`config.mk`:
```
export PLATFORM = sky130hd
export DESIGN_NAME = thick_line_point_walker
export DESIGN_NICKNAME = d
export VERILOG_FILES = /design/src/hdl/twlk_pkg.sv /design/src/hdl/twlk_front.sv /design/src/hdl/twlk_fifo.sv /design/src/hdl/twlk_back.sv /design/src/hdl/thick_line_point_walker.sv
export SDC_FILE = /design/constraint.sdc
export NUM_CORES = 1
export LEC_CHECK = 0
export BUFFER_PORTS_ARGS = -buffer_cell sky130_fd_sc_hd__buf_2
export CORE_MARGIN = 10
export CORE_UTILIZATION = 30
export CTS_CLUSTER_DIAMETER = 100
export DETAILED_ROUTE_END_ITERATION = 10
export PLACE_DENSITY = 0.58
export SYNTH_ARGS = -nofsm -noshare
export SYNTH_HDL_FRONTEND = slang
export SYNTH_SLANG_ARGS = --single-unit
```
`constraint.sdc`:
```
create_clock -name clk_i -period 4.7 [get_ports clk_i]
set_clock_uncertainty 0.2 [all_clocks]
set_input_delay 0.47 -clock clk_i [delete_from_list [all_inputs] [get_ports clk_i]]
set_output_delay 0.47 -clock clk_i [all_outputs]
set_load 0.02 [all_outputs]
```
`src/hdl/twlk_pkg.sv`:
```
// Shared constants, types and command encoding for the thick line point walker.
package twlk_pkg;

  localparam int COORD_BITS = 11;
  localparam int SIZE_W     = 8;
  localparam int COLOR_W    = 16;
  localparam int ACC_W      = COORD_BITS + 1;
  localparam int FIFO_DEPTH = 2;
  localparam int FIFO_AW    = $clog2(FIFO_DEPTH);

  typedef logic [COORD_BITS-1:0] coord_t;
  typedef logic [ACC_W-1:0]      acc_t;
  typedef logic [1:0]            dir_t;

  localparam dir_t DIR_NONE = 2'd0;
  localparam dir_t DIR_UP   = 2'd1;
  localparam dir_t DIR_DOWN = 2'd3;

  typedef enum logic [1:0] {
    CMD_START,
    CMD_REJECT,
    CMD_STEP
  } cmd_kind_e;

  typedef struct packed {
    cmd_kind_e            kind;
    coord_t               x;
    coord_t               y;
    dir_t                 dir_x;
    dir_t                 dir_y;
    coord_t               abs_dx;
    coord_t               abs_dy;
    coord_t               major;
    logic [SIZE_W-1:0]    size;
    logic [COLOR_W-1:0]   color;
  } cmd_t;

  typedef struct packed {
    logic full;
    logic empty;
  } fifo_stat_t;

  typedef struct packed {
    logic   line_active;
    logic   last_emit;
    acc_t   steps_done;
    coord_t major_dist;
  } walk_stat_t;

endpackage

```
`src/hdl/twlk_front.sv`:
```
// Front end: accepts input transactions and turns them into walker commands.
module twlk_front import twlk_pkg::*; (
  input  logic                in_valid_i,
  output logic                in_ready_o,
  input  logic                action_i,
  input  coord_t              start_x_i,
  input  coord_t              start_y_i,
  input  coord_t              end_x_i,
  input  coord_t              end_y_i,
  input  logic [SIZE_W-1:0]   brush_size_i,
  input  logic [COLOR_W-1:0]  pen_color_i,
  input  fifo_stat_t          fifo_stat_i,
  output logic                push_o,
  output cmd_t                cmd_o
);

  coord_t size_ext;
  logic   reject;
  dir_t   dir_x, dir_y;
  coord_t mag_x, mag_y;

  assign size_ext = coord_t'(brush_size_i);
  assign reject   = (start_x_i < size_ext) || (end_x_i < size_ext) ||
                    (start_y_i < size_ext) || (end_y_i < size_ext);

  always_comb begin
    if (end_x_i > start_x_i) begin
      dir_x = DIR_UP;
      mag_x = end_x_i - start_x_i;
    end else if (end_x_i == start_x_i) begin
      dir_x = DIR_NONE;
      mag_x = '0;
    end else begin
      dir_x = DIR_DOWN;
      mag_x = start_x_i - end_x_i;
    end
  end

  always_comb begin
    if (end_y_i > start_y_i) begin
      dir_y = DIR_UP;
      mag_y = end_y_i - start_y_i;
    end else if (end_y_i == start_y_i) begin
      dir_y = DIR_NONE;
      mag_y = '0;
    end else begin
      dir_y = DIR_DOWN;
      mag_y = start_y_i - end_y_i;
    end
  end

  assign in_ready_o = !fifo_stat_i.full;
  assign push_o     = in_valid_i && in_ready_o;

  always_comb begin
    cmd_o.x      = start_x_i;
    cmd_o.y      = start_y_i;
    cmd_o.dir_x  = dir_x;
    cmd_o.dir_y  = dir_y;
    cmd_o.abs_dx = mag_x;
    cmd_o.abs_dy = mag_y;
    cmd_o.major  = (mag_x > mag_y) ? mag_x : mag_y;
    cmd_o.size   = brush_size_i;
    cmd_o.color  = pen_color_i;
    if (action_i) begin
      cmd_o.kind = CMD_STEP;
    end else if (reject) begin
      cmd_o.kind = CMD_REJECT;
    end else begin
      cmd_o.kind = CMD_START;
    end
  end

endmodule

```
`src/hdl/twlk_fifo.sv`:
```
// Short command queue between the front end and the walker.
module twlk_fifo import twlk_pkg::*; (
  input  logic       clk_i,
  input  logic       rst_ni,
  input  logic       push_i,
  input  cmd_t       cmd_i,
  input  logic       pop_i,
  output cmd_t       cmd_o,
  output fifo_stat_t stat_o
);

  cmd_t                 mem_q [FIFO_DEPTH];
  logic [FIFO_AW-1:0]   wr_ptr_q, wr_ptr_d;
  logic [FIFO_AW-1:0]   rd_ptr_q, rd_ptr_d;
  logic [FIFO_AW:0]     count_q, count_d;

  assign stat_o.full  = (count_q == (FIFO_AW+1)'(FIFO_DEPTH));
  assign stat_o.empty = (count_q == '0);
  assign cmd_o        = mem_q[rd_ptr_q];

  always_comb begin
    wr_ptr_d = push_i ? wr_ptr_q + 1'b1 : wr_ptr_q;
    rd_ptr_d = pop_i ? rd_ptr_q + 1'b1 : rd_ptr_q;
    count_d  = count_q;
    if (push_i && !pop_i) begin
      count_d = count_q + 1'b1;
    end else if (pop_i && !push_i) begin
      count_d = count_q - 1'b1;
    end
  end

  always_ff @(posedge clk_i or negedge rst_ni) begin
    if (!rst_ni) begin
      wr_ptr_q <= '0;
      rd_ptr_q <= '0;
      count_q  <= '0;
    end else begin
      wr_ptr_q <= wr_ptr_d;
      rd_ptr_q <= rd_ptr_d;
      count_q  <= count_d;
    end
  end

  always_ff @(posedge clk_i) begin
    if (push_i) begin
      mem_q[wr_ptr_q] <= cmd_i;
    end
  end

endmodule

```
`src/hdl/twlk_back.sv`:
```
// Walker: holds line state, steps the error accumulators and registers points.
module twlk_back import twlk_pkg::*; (
  input  logic                clk_i,
  input  logic                rst_ni,
  input  logic                cmd_valid_i,
  input  cmd_t                cmd_i,
  output logic                pop_o,
  output logic                out_valid_o,
  input  logic                out_ready_i,
  output coord_t              point_x_o,
  output coord_t              point_y_o,
  output logic [SIZE_W-1:0]   dot_size_o,
  output logic [COLOR_W-1:0]  dot_color_o,
  output logic                last_point_o,
  output walk_stat_t          stat_o
);

  logic               active_q, active_d;
  acc_t               steps_q, steps_d;
  coord_t             cur_x_q, cur_x_d, cur_y_q, cur_y_d;
  dir_t               dir_x_q, dir_x_d, dir_y_q, dir_y_d;
  coord_t             abs_dx_q, abs_dx_d, abs_dy_q, abs_dy_d;
  coord_t             major_q, major_d;
  acc_t               acc_x_q, acc_x_d, acc_y_q, acc_y_d;
  logic [SIZE_W-1:0]  size_q, size_d;
  logic [COLOR_W-1:0] color_q, color_d;

  logic               out_valid_q, out_valid_d;
  coord_t             out_x_q, out_y_q;
  logic [SIZE_W-1:0]  out_size_q;
  logic [COLOR_W-1:0] out_color_q;
  logic               out_last_q;

  logic   out_free, emit, last;
  acc_t   sum_x, sum_y, major_ext;
  logic   move_x, move_y;
  coord_t next_x, next_y;

  assign out_free  = !out_valid_q || out_ready_i;
  assign pop_o     = cmd_valid_i && out_free;
  assign emit      = pop_o && (cmd_i.kind == CMD_STEP) && active_q;
  assign major_ext = acc_t'(major_q);
  assign last      = (steps_q == major_ext + 1'b1);
  assign sum_x     = acc_x_q + acc_t'(abs_dx_q);
  assign sum_y     = acc_y_q + acc_t'(abs_dy_q);
  assign move_x    = sum_x > major_ext;
  assign move_y    = sum_y > major_ext;

  always_comb begin
    unique case (dir_x_q)
      DIR_UP:   next_x = cur_x_q + 1'b1;
      DIR_DOWN: next_x = cur_x_q - 1'b1;
      default:  next_x = cur_x_q;
    endcase
    unique case (dir_y_q)
      DIR_UP:   next_y = cur_y_q + 1'b1;
      DIR_DOWN: next_y = cur_y_q - 1'b1;
      default:  next_y = cur_y_q;
    endcase
  end

  always_comb begin
    active_d = active_q;
    steps_d  = steps_q;
    cur_x_d  = cur_x_q;
    cur_y_d  = cur_y_q;
    dir_x_d  = dir_x_q;
    dir_y_d  = dir_y_q;
    abs_dx_d = abs_dx_q;
    abs_dy_d = abs_dy_q;
    major_d  = major_q;
    acc_x_d  = acc_x_q;
    acc_y_d  = acc_y_q;
    size_d   = size_q;
    color_d  = color_q;
    if (pop_o) begin
      unique case (cmd_i.kind)
        CMD_START: begin
          active_d = 1'b1;
          steps_d  = '0;
          cur_x_d  = cmd_i.x;
          cur_y_d  = cmd_i.y;
          dir_x_d  = cmd_i.dir_x;
          dir_y_d  = cmd_i.dir_y;
          abs_dx_d = cmd_i.abs_dx;
          abs_dy_d = cmd_i.abs_dy;
          major_d  = cmd_i.major;
          acc_x_d  = '0;
          acc_y_d  = '0;
          size_d   = cmd_i.size;
          color_d  = cmd_i.color;
        end
        CMD_REJECT: begin
          active_d = 1'b0;
        end
        CMD_STEP: begin
          if (active_q) begin
            acc_x_d = move_x ? sum_x - major_ext : sum_x;
            acc_y_d = move_y ? sum_y - major_ext : sum_y;
            cur_x_d = move_x ? next_x : cur_x_q;
            cur_y_d = move_y ? next_y : cur_y_q;
            if (last) begin
              active_d = 1'b0;
            end else begin
              steps_d = steps_q + 1'b1;
            end
          end
        end
        default: begin
          active_d = active_q;
        end
      endcase
    end
  end

  always_comb begin
    if (emit) begin
      out_valid_d = 1'b1;
    end else if (out_ready_i) begin
      out_valid_d = 1'b0;
    end else begin
      out_valid_d = out_valid_q;
    end
  end

  always_ff @(posedge clk_i or negedge rst_ni) begin
    if (!rst_ni) begin
      active_q    <= 1'b0;
      steps_q     <= '0;
      out_valid_q <= 1'b0;
    end else begin
      active_q    <= active_d;
      steps_q     <= steps_d;
      out_valid_q <= out_valid_d;
    end
  end

  always_ff @(posedge clk_i) begin
    cur_x_q  <= cur_x_d;
    cur_y_q  <= cur_y_d;
    dir_x_q  <= dir_x_d;
    dir_y_q  <= dir_y_d;
    abs_dx_q <= abs_dx_d;
    abs_dy_q <= abs_dy_d;
    major_q  <= major_d;
    acc_x_q  <= acc_x_d;
    acc_y_q  <= acc_y_d;
    size_q   <= size_d;
    color_q  <= color_d;
    if (emit) begin
      out_x_q     <= cur_x_q;
      out_y_q     <= cur_y_q;
      out_size_q  <= size_q;
      out_color_q <= color_q;
      out_last_q  <= last;
    end
  end

  assign out_valid_o  = out_valid_q;
  assign point_x_o    = out_x_q;
  assign point_y_o    = out_y_q;
  assign dot_size_o   = out_size_q;
  assign dot_color_o  = out_color_q;
  assign last_point_o = out_last_q;

  assign stat_o.line_active = active_q;
  assign stat_o.last_emit   = emit && last;
  assign stat_o.steps_done  = steps_q;
  assign stat_o.major_dist  = major_q;

endmodule

```
`src/hdl/thick_line_point_walker.sv`:
```
// Top level of the thick line point walker: front end, command queue, walker.
// A step transaction is held in the command queue, then in the walker's output
// register, before its point shows. Throughput: one transaction per cycle and one
// point per cycle while out_ready_i does not stall the output; a 2-entry command
// queue decouples the two sides. Reset (rst_ni, async, active low) empties the
// queue, drops any line in progress and clears the output valid flag.
module thick_line_point_walker import twlk_pkg::*; (
  input  logic                clk_i,
  input  logic                rst_ni,
  input  logic                in_valid_i,
  output logic                in_ready_o,
  input  logic                action_i,
  input  coord_t              start_x_i,
  input  coord_t              start_y_i,
  input  coord_t              end_x_i,
  input  coord_t              end_y_i,
  input  logic [SIZE_W-1:0]   brush_size_i,
  input  logic [COLOR_W-1:0]  pen_color_i,
  output logic                out_valid_o,
  input  logic                out_ready_i,
  output coord_t              point_x_o,
  output coord_t              point_y_o,
  output logic [SIZE_W-1:0]   dot_size_o,
  output logic [COLOR_W-1:0]  dot_color_o,
  output logic                last_point_o
);

  logic       push, pop;
  cmd_t       push_cmd, head_cmd;
  fifo_stat_t fifo_stat;
  walk_stat_t walk_stat;

  twlk_front u_front (
    .in_valid_i   (in_valid_i),
    .in_ready_o   (in_ready_o),
    .action_i     (action_i),
    .start_x_i    (start_x_i),
    .start_y_i    (start_y_i),
    .end_x_i      (end_x_i),
    .end_y_i      (end_y_i),
    .brush_size_i (brush_size_i),
    .pen_color_i  (pen_color_i),
    .fifo_stat_i  (fifo_stat),
    .push_o       (push),
    .cmd_o        (push_cmd)
  );

  twlk_fifo u_fifo (
    .clk_i  (clk_i),
    .rst_ni (rst_ni),
    .push_i (push),
    .cmd_i  (push_cmd),
    .pop_i  (pop),
    .cmd_o  (head_cmd),
    .stat_o (fifo_stat)
  );

  twlk_back u_back (
    .clk_i        (clk_i),
    .rst_ni       (rst_ni),
    .cmd_valid_i  (!fifo_stat.empty),
    .cmd_i        (head_cmd),
    .pop_o        (pop),
    .out_valid_o  (out_valid_o),
    .out_ready_i  (out_ready_i),
    .point_x_o    (point_x_o),
    .point_y_o    (point_y_o),
    .dot_size_o   (dot_size_o),
    .dot_color_o  (dot_color_o),
    .last_point_o (last_point_o),
    .stat_o       (walk_stat)
  );

  a_push_fills: assert property (@(posedge clk_i) disable iff (!rst_ni)
    push |=> !fifo_stat.empty)
    else $error("queue empty after a push");

  a_no_pop_empty: assert property (@(posedge clk_i) disable iff (!rst_ni)
    pop |-> !fifo_stat.empty)
    else $error("pop from empty queue");

  a_last_ends_line: assert property (@(posedge clk_i) disable iff (!rst_ni)
    walk_stat.last_emit |=> (!walk_stat.line_active && out_valid_o && last_point_o))
    else $error("last point did not end the line");

  a_steps_bounded: assert property (@(posedge clk_i) disable iff (!rst_ni)
    walk_stat.line_active |->
      (walk_stat.steps_done <= acc_t'(walk_stat.major_dist) + 1'b1))
    else $error("step count past end of line");

endmodule

```
=== Word level (Yosys, flattened, before mapping) ===
Memories as Yosys holds them, arrays and structs flattened.
Index checks and enable logic that the tools add are counted.

* RAM bits: 170
* Output and inout bits: 49
* Memories: 1
* Bits of input ports: 73
* Bits in registers: 172

{| class="wikitable"
|+ Memories
! name !! words !! bits a word !! rd ports !! clocked after memory_dff !! wr ports !! line !! RTL
|-
| u_fifo.mem_q || 2 || 85 || 1 || 0 || 1 || twlk_fifo.sv:12 || <nowiki>cmd_t mem_q [FIFO_DEPTH];</nowiki>
|}

* Magnitude comparators: 9
* Eq/ne operators: 16
* Multiplexer cells: 37
* Add/sub/neg operators: 18
* Reductions and logical operators: 27

{| class="wikitable"
|+ Operators by type and width
! cell !! count
|-
| 2-to-1 mux 11 bit || 9
|-
| one-hot mux 11 bit (2 select lines) || 4
|-
| 2-to-1 mux 12 bit || 6
|-
| one-hot mux 12 bit (2 select lines) || 3
|-
| < comparator 11 x 8 -> 1 bit || 4
|-
| subtractor 11 bit || 4
|-
| greater-than comparator 11 bit || 3
|-
| adder 12 x 11 -> 12 bit || 2
|-
| greater-than comparator 12 x 11 -> 1 bit || 2
|-
| subtractor 12 x 11 -> 12 bit || 2
|-
| adder 11 x 1 -> 11 bit, second input constant || 2
|-
| == test 11 bit || 2
|-
| subtractor 11 x 1 -> 11 bit, second input constant || 2
|-
| 2-to-1 mux 2 bit || 7
|-
| adder 11 x 1 -> 12 bit, second input constant || 1
|-
| adder 12 x 1 -> 12 bit, second input constant || 1
|-
| == test 12 bit || 1
|-
| AND reduction 5 bit || 2
|-
| == test 2 bit, second input constant || 4
|-
| 2-to-1 mux 1 bit || 7
|-
| == test 2 x 1 -> 1 bit, second input constant || 3
|-
| logical AND 1 bit || 6
|-
| != test 2 x 1 -> 1 bit, second input constant || 3
|-
| != test 3 bit, second input constant || 2
|-
| 13 further kinds || 25
|}

=== Longest topological paths before layout ===
Gate-level depths: netlist (run 1).

* Depth after elaboration: 7
* Depth in mapped cells: 21

=== Modules after synthesis ===
Synthesis (run 1) repeated with hierarchy kept, for this count alone.

* Cells, all modules: 1582
* Area total of the unflattened synthesis: 19446.2 um^2

{| class="wikitable"
|+ By module, submodules not included
! module !! cells an instance !! area each (um^2) !! seq. area each (um^2) !! instances
|-
| twlk_back || 791 || 9260.1 || 4974.8 || 1
|-
| twlk_fifo || 281 || 6525.0 || 5205.0 || 1
|-
| twlk_front || 509 || 3657.3 || 0.0 || 1
|-
| thick_line_point_walker || 1 || 3.8 || 0.0 || 1
|}

=== Least setup slack after synthesis (run 1) ===
Ideal clock, no wire load.

* Path kind: register to register
* From: register u_fifo.count_q[0]
* To: memory u_fifo.mem_q[0][0] (netlist bit), enable pin
* Buffers on the path: 0
* Arrival time: 4.349 ns
* Clock period less this slack: 5.078 ns
* Stages on the path, launching flop included: 4
* Path slack: -0.378 ns
* Cells stage by stage: dfrtp_1 > nand2b_1 > nand2_1 > nor2_1

* Cells in the longest elaborated chain, start to end: 5

{| class="wikitable"
|+ Ends and longest elaborated chain
! what !! line !! RTL
|-
| start: declaration || twlk_fifo.sv:15 || <nowiki>logic [FIFO_AW:0] count_q, count_d;</nowiki>
|-
| start signal: assignment || twlk_fifo.sv:40 || <nowiki>count_q <= count_d;</nowiki>
|-
| == test 2 bit || twlk_fifo.sv:17 || <nowiki>assign stat_o.full = (count_q == (FIFO_AW+1)'(FIFO_DEPTH));</nowiki>
|-
| zero test 1 bit || twlk_front.sv:52 || <nowiki>assign in_ready_o = !fifo_stat_i.full;</nowiki>
|-
| via in_ready_o || thick_line_point_walker.sv:11 || <nowiki>output logic in_ready_o,</nowiki>
|-
| logical AND 1 bit || twlk_front.sv:53 || <nowiki>assign push_o = in_valid_i && in_ready_o;</nowiki>
|-
| 2-to-1 mux 1 bit || twlk_fifo.sv:45 || <nowiki>if (push_i) begin</nowiki>
|-
| 2-to-1 mux 1 bit (not written as such) || twlk_fifo.sv:46 || <nowiki>mem_q[wr_ptr_q] <= cmd_i;</nowiki>
|-
| end: declaration || twlk_fifo.sv:12 ||
|}

The timed path passes the listed nets, and every way through them passes these cells.

==> run_results.csv, run 1 <==
group,metric,value,unit
outcome,outcome,"finished clean",
timing,finalSetupViolCount,0,
timing,worst_pin_slew,1.14,ns
routing,initial_drc_count,697,
critical_path,critPathCaptureType,"register",
critical_path,largest_delay_contributor_family_on_the_critical_path,"compound AO/OA/AOI/OAI gates",
hold_path,worstHoldPathType,"in -> reg",
critical_path,timing.critical_path.slowest_cell_delay,0.54,ns
routing,viasPerCell,4.87,
critical_path,critical_path.most_common_cell,"inv_1",
yosys,synth_flop_cell,"edfxtp_1",
placed_design,hpwlAfterDp,33900,um
routing,totalWireLength,46300,um
floorplan,die_w,268,um
timing,layout_min_cycle_time,4.57,ns
cts,cts_sinks,342,
cts,clock_tree_from_tritoncts,"yes",
yosys,synthTopCellsByArea,"edfxtp_1 (53%), ha_1 (9.9%), mux2_2 (4.9%)",
critical_path,cp_cell_sequence,"dlygate4sd3_1, buf_2, inv_1, ha_2, inv_1, fa_2, a21o_1, a221o_1, a21o_1, a21oi_2, mux2i_4, mux2i_2, inv_1, ha_1, nand2_1, or2_2, o21ai_2, o21ai_2, nor2_2, buf_4, mux2_2",
yosys,synthesis.yosys.warnings,0,
placed_design,dp_slack,-0.0442,ns
yosys,share_of_yosys_cell_area_claimed_by_the_top_area_cell_type,52.7,%
critical_path,worstPathMaxFanout,5,
critical_path,critical_path_class,"in -> reg",
global_routing,global_route.usage.total,12.9,%
critical_path,path_buf_inv,6,
routing,drt-pass1-iter-count,7,
global_routing,number_of_antenna_violations_at_the_first_check_in_global_routing,0,
yosys,count_of_cell_types_in_the_netlist,79,
floorplan,die-height,268,um
yosys,synth.cell_area,18500,um2
cts,ctsHtreeMaxLevel,2,
timing,finalMaxSlewViolations,0,
pwr,power.leakage,8.95,nW
routing,detail_route.drc_violations,0,
placed_design,globalplace.congestion,0.891,
yosys,postSynthRegisterBits,342,
routing,num_vias,12400,
pwr,cellPowerDensity,687,nW/um2
yosys,synth.largest_area_cell,"edfxtp_1",
global_routing,globalRoute.totalOverflow,0,
placed_design,post-place-cells,2434,
cells_and_area,finalNetCount,1965,
timing,fin_tns_setup,0,ns
critical_path,critPathArrivalTime,4.68,ns
critical_path,crit_path_start_kind,"input pin",
timing,slew_headroom,23.8,%
yosys,count_of_flip_flops_with_a_built_in_enable_after_synthesis,324,
timing,post-route-worst-setup-slack,0.133,ns
critical_path,cp_data_required_time,4.81,ns
cts,cts.root.buffer_cell,"clkbuf_16",
cts,clock_latency,0.58,ns
timing,hold_ws,0.0352,ns
global_routing,first_pass_grt_wire_length,72500,um
floorplan,i_o_pin_total,122,
critical_path,critical_path_s_slowest_cell,"dlygate4sd3_1",
timing,setup_repair_after_global_routing_missed_its_margin,"true",
critical_path,r2r_setup_slack,0.28,ns
timing,layout_worst_path_cycle_share,97.2,%
routing,avgRoutedWirePerCell,18.2,um
yosys,synth_seq_area_share,55.1,%
cells_and_area,synth_to_layout_area_growth,21.6,%
timing,max_freq,219,MHz
global_routing,first_global_vias,12900,
flow_run,cap_viol_max_count,0,
floorplan,initial_cell_density_of_the_core,30.4,%
cts,clk_pin_slew,0.06,ns
placed_design,numPortBuffers,121,
floorplan,die-area,71900,um2
yosys,synthesis.area_per_instance,12.4,um2
floorplan,floorplan.rows,90,
pwr,worst_ir_drop_vdd,0.000385,V
timing,final_hold_viol_count,0,
routing,final_antenna_net_count,0,
cells_and_area,antennaDiodeCount,0,
yosys,synthesis.instances,1484,
floorplan,coreArea,60700,um2
yosys,share_of_flip_flops_with_an_asynchronous_set_or_reset,5.26,%
global_routing,grt_max_degree,86,
cells_and_area,final_cells,2544,
yosys,synthesis.nets,1713,
cts,numCtsBuffers,39,
cells_and_area,post_route_cells_drive_above_1_share,22.6,%
cts,clk_path_buf_depth,3,
pwr,design_power_total,0.0154,W
[power breakdown]
group | switching (W) | total, W | internal (W)
sequential | 0.000362 | 0.00503 | 0.00467
combinational | 0.00434 | 0.00744 | 0.00310
clock | 0.00128 | 0.00294 | 0.00167
total | 0.00598 | 0.0154 | 0.00943
[timing repair]
| item | CTS | global route |
|---|---|---|
| buffers inserted | 0 | 1 |
| gates resized for setup | 0 | 33 |
| endpoints found under the hold margin | 95 | 2 |
| hold buffers | 40 | 1 |
| endpoints found under the setup margin | 0 | 42 |
[layout by cell type (no fill, tap or decap), types with 46 or more instances in the layout]
cell type / count
o21ai_0: 75
edfxtp_1: 324
ha_1: 143
nor2_1: 52
buf_4: 82
mux2_2: 80
buf_2: 121
nand3_1: 46
a21oi_1: 51
nand2_1: 105
inv_1: 109
[final cells by class]
| class | instances | area (um2) |
|---|---|---|
| fill | 5804 | 38200 |
| sequential | 342 | 10200 |
| multi-input combinational | 991 | 7880 |
| timing repair buffer | 250 | 1760 |
| clock buffer | 48 | 1010 |
| tap | 782 | 978 |
| inverter | 112 | 420 |
| clock inverter | 19 | 220 |
[sequential cells by signal (all words and copies together), names as in the netlist, 12 cells and up]
signal,cells
u_back.dot_color_o,16
u_back.color_q,16
u_back.steps_q,12
u_back.acc_x_q,12
u_back.acc_y_q,12
u_fifo.mem_q,170
[Yosys cell counts, types with 3 or more instances]
master,n
xor2_1,29
buf_1,10
nor2b_1,18
o2111ai_1,3
nor4_1,6
dfrtp_1,18
edfxtp_1,324
a21boi_0,7
xnor2_1,45
o21ai_0,79
a22o_1,3
buf_2,4
or3_1,12
and2_1,8
clkbuf_1,23
o31ai_1,13
ha_1,146
mux2_2,80
nor3_1,26
o21a_1,11
o21bai_1,6
mux2i_1,46
o41ai_1,5
nor3b_1,3
nor2_1,55
or2_2,4
or4_1,4
fa_1,10
nand2_1,105
nand4_1,12
a211oi_1,13
nor4b_1,4
a21oi_1,55
nand3b_1,3
nand3_1,46
o22ai_1,3
o211ai_1,8
a21o_1,35
inv_1,110
and3_1,9
nand2b_1,16
a31oi_1,17
[per-stage QoR]
stage          util [%]  cell area, um2
2_1_floorplan         -           18500
3_3_place_gp       34.0           20600
3_5_place_dp       34.0           20600
4_1_cts            36.7           22300
5_1_grt            37.0           22400
6_report           37.0           22400
[final timing paths]
kind / startpoint / to / cells past startpoint
max in group asynchronous: rst_ni / u_fifo.rd_ptr_q$_DFFE_PN0P_ / 2
min in group asynchronous: rst_ni / u_fifo.wr_ptr_q$_DFFE_PN0P_ / 2
setup reg to reg: u_back.acc_x_q[0]$_SDFFCE_PN0P_ / u_back.cur_x_q[8]$_DFFE_PP_ / 16
hold / removal: start_y_i[7] / u_fifo.mem_q[1][68]$_DFFE_PP_ / 2
hold reg to reg: u_back.color_q[7]$_DFFE_PP_ / u_back.dot_color_o[7]$_DFFE_PP_ / 0
setup / recovery: start_y_i[0] / u_fifo.mem_q[0][33]$_DFFE_PP_ / 21
[layer usage]
layer	global-route usage, %	wire length (um)	up-vias
met5	0	0	-
met4	4.02	1230	0
met3	2.32	1850	66
met2	22.9	23000	215
met1	15.7	20200	6057
li1	-	-	6039
[cells by family after synthesis]
| logic type | count (synthesis) | share of synthesized area, % |
|---|---|---|
| mux | 127 | 7.43 |
| buf+inv | 151 | 3.14 |
| compound gates | 291 | 10.5 |
| xor+xnor | 74 | 3.51 |
| simple gates | 343 | 9.31 |
| flops | 342 | 55.1 |
| fa+ha+maj | 156 | 11.0 |
(Power assumes the default switching activity.)
==> run 2: changes to the inputs <==
--- a/config.mk
+++ b/config.mk
@@ -7,10 +7,10 @@
 export LEC_CHECK = 0
 export BUFFER_PORTS_ARGS = -buffer_cell sky130_fd_sc_hd__buf_2
 export CORE_MARGIN = 10
-export CORE_UTILIZATION = 30
+export CORE_UTILIZATION = 50
 export CTS_CLUSTER_DIAMETER = 100
 export DETAILED_ROUTE_END_ITERATION = 10
-export PLACE_DENSITY = 0.58
+export PLACE_DENSITY = 0.81
 export SYNTH_ARGS = -nofsm -noshare
 export SYNTH_HDL_FRONTEND = slang
 export SYNTH_SLANG_ARGS = --single-unit
==> run 2 against run 1 <==
Effect of this change:
- worst hold slack gained 0.012 ns
- power shrank 1.6%
- sequential cell count is the same
- core utilization grew 22 points
- largest cell class unchanged
- combinational power shrank 2%
- final area shrank 3.6%
==> run_results.csv, run 2 (synthesized netlist as in run 1, its figures left out) <==
group,metric,value,unit
cts,cts_sinks,342,
floorplan,die-height,212,um
placed_design,hpwlAfterDp,31500,um
pwr,p_clk_share,18.4,%
critical_path,cp_cell_sequence,"dlygate4sd3_1, buf_4, inv_2, ha_4, a21o_1, a22o_1, a211o_1, a21oi_2, buf_6, mux2i_1, mux2i_1, inv_1, ha_1, nand3_1, or2_2, o21ai_1, o21ai_1, nor2_2, buf_6, mux2_2",
cells_and_area,final_cells,2205,
pwr,cellPowerDensity,701,nW/um2
hold_path,hold_path_end,"u_fifo.mem_q[0][16]$_DFFE_PP_",
hold_path,worstHoldPathType,"in -> reg",
pwr,seq_power_share,33.6,%
timing,layout_worst_path_cycle_share,97.0,%
cells_and_area,footprint_of_the_multi_input_gates,7810,um2
cts,clk_pin_slew,0.06,ns
placed_design,numPortBuffers,121,
outcome,outcome,"finished clean",
timing,finalMaxSlewViolations,0,
critical_path,critPathArrivalTime,4.63,ns
cells_and_area,largest_reg_flops,170,
pwr,p_switching,0.00592,W
flow_run,cap_viol_max_count,0,
placed_design,globalplace.congestion,0.961,
global_routing,global_route.usage.total,19.0,%
hold_path,min-delay-start,"brush_size_i[0]",
routing,final_antenna_net_count,0,
placed_design,post-place-cells,2103,
critical_path,cp_data_required_time,4.77,ns
cells_and_area,finalNetCount,1935,
critical_path,critPathCaptureType,"register",
global_routing,grt_max_degree,69,
floorplan,i_o_pin_total,122,
critical_path,worstPathMaxFanout,6,
cells_and_area,storage_element_area,10200,um2
cts,clock_tree_from_tritoncts,"yes",
cts,numCtsBuffers,37,
cells_and_area,post_route_cells_drive_above_1_share,21.7,%
routing,num_vias,12500,
critical_path,rr_endpoint,"u_back.cur_y_q[9]$_DFFE_PP_",
critical_path,critical_path_class,"in -> reg",
hold_path,worst_hold_path.num_cells,1,
pwr,switching_share,39.0,%
routing,drt-pass1-iter-count,6,
timing,layout_min_cycle_time,4.56,ns
cells_and_area,stdcell_area,21600,um2
critical_path,path_buf_inv,6,
placed_design,dpl-instance-area,20100,um2
routing,initial_drc_count,889,
critical_path,worst_r2r_startpoint,"u_back.abs_dy_q[0]$_DFFE_PP_",
cells_and_area,final_cell_mix,"edfxtp_1 (324), ha_1 (143), buf_2 (120)",
floorplan,die_w,212,um
critical_path,critical_path_s_slowest_cell,"dlygate4sd3_1",
timing,max_freq,219,MHz
routing,totalWireLength,43400,um
global_routing,first_global_vias,12600,
floorplan,floorplan.rows,70,
floorplan,die-area,45000,um2
pwr,design_power_total,0.0152,W
global_routing,number_of_antenna_violations_at_the_first_check_in_global_routing,3,
cells_and_area,synth_to_layout_area_growth,17.2,%
pwr,power.leakage,8.76,nW
timing,finalSetupViolCount,0,
timing,final_hold_viol_count,0,
floorplan,coreArea,36500,um2
critical_path,timing.critical_path.slowest_cell_delay,0.54,ns
timing,fin_tns_setup,0,ns
critical_path,largest_delay_contributor_family_on_the_critical_path,"buffers and inverters",
floorplan,initial_cell_density_of_the_core,50.6,%
global_routing,globalRoute.totalOverflow,0,
cells_and_area,regMostFlops,"u_fifo.mem_q",
cells_and_area,layout_commonest_cell,"edfxtp_1",
pwr,combPwrFrac,48.0,%
critical_path,r2r_setup_slack,0.20,ns
pwr,worst_ir_drop_vdd,0.000494,V
routing,avgRoutedWirePerCell,19.7,um
cts,clk_path_buf_depth,3,
critical_path,r2r.worst_path.cells,15,
global_routing,first_pass_grt_wire_length,67400,um
timing,worst_pin_slew,0.981,ns
timing,slew_headroom,34.6,%
cts,clock_latency,0.54,ns
routing,viasPerCell,5.67,
routing,detail_route.drc_violations,0,
cells_and_area,filler_cell_count,2746,
cts,cts.root.buffer_cell,"clkbuf_16",
cts,ctsHtreeMaxLevel,2,
pwr,internal-power,0.00925,W
critical_path,crit_path_start_kind,"input pin",
run 2: changes by cell type in the layout (fill, tap and decap cells not counted), moves of 3 or more:
cell	delta
clkbuf_1	-6
buf_6	+4
nor3_1	+4
mux2i_1	+3
clkbuf_16	-3
diode_2	+3
dlygate4sd3_1	-12
buf_4	-14
nor3_2	-4
mux2i_4	-3
buf_12	-4
clkinvlp_4	+3
run 2: per-layer routing:
layer  part of all wire [%]  GRT usage, %
met1                     41          23.1
met4                    3.8          7.91
met3                    6.2          3.96
met2                     49          32.2
met5                      0             0
run 2: power groups by stage:
stage          clock network, W  registers (W)  logic, W
6_report                0.00280        0.00509   0.00728
5_1_grt                 0.00296        0.00517   0.00804
4_1_cts                 0.00284        0.00509   0.00714
3_5_place_dp                  0        0.00514   0.00703
3_3_place_gp                  0        0.00510   0.00679
2_1_floorplan                 0        0.00506   0.00536
run 2: worst max-delay path by stage:
stage	from	to	cells after the start
final	start_y_i[8]	u_fifo.mem_q[0][30]$_DFFE_PP_	20
after global routing	start_y_i[8]	u_fifo.mem_q[1][31]$_DFFE_PP_	20
after CTS	start_y_i[8]	u_fifo.mem_q[0][30]$_DFFE_PP_	20
after detailed placement	start_y_i[1]	u_fifo.mem_q[0][30]$_DFFE_PP_	20
after global placement	start_y_i[1]	u_fifo.mem_q[0][26]$_DFFE_PP_	20
after floorplan	start_y_i[8]	u_fifo.mem_q[0][27]$_DFFE_PP_	19
run 2: metrics by stage:
stage                     hold WS, ns  setup slack [ns]  utilization (%)
final                          0.0467             0.142             59.3
after global routing           0.0275           -0.0131             59.3
after CTS                      0.0117            0.0622             58.9
after detailed placement        0.205           -0.0407             54.9
after global placement          0.204            0.0455             54.9
after floorplan               -0.0256            0.0302                -
run 2: what timing repair did:
| action | CTS | global route |
|---|---|---|
| hold buffers | 29 | 0 |
| endpoints found under the hold margin | 73 | 0 |
| gates resized for setup | 0 | 26 |
| buffers inserted | 0 | 2 |
| endpoints found under the setup margin | 0 | 47 |
run 2: final cells by class:
type,instances,share of cell area [%]
Antenna cell,3,0.0347
Inverter,112,1.94
Tap cell,468,2.71
Clock inverter,27,1.09
Clock buffer,40,4.33
Sequential cell,342,47.0
Multi-Input combinational cell,991,36.1
Timing Repair Buffer,222,6.77
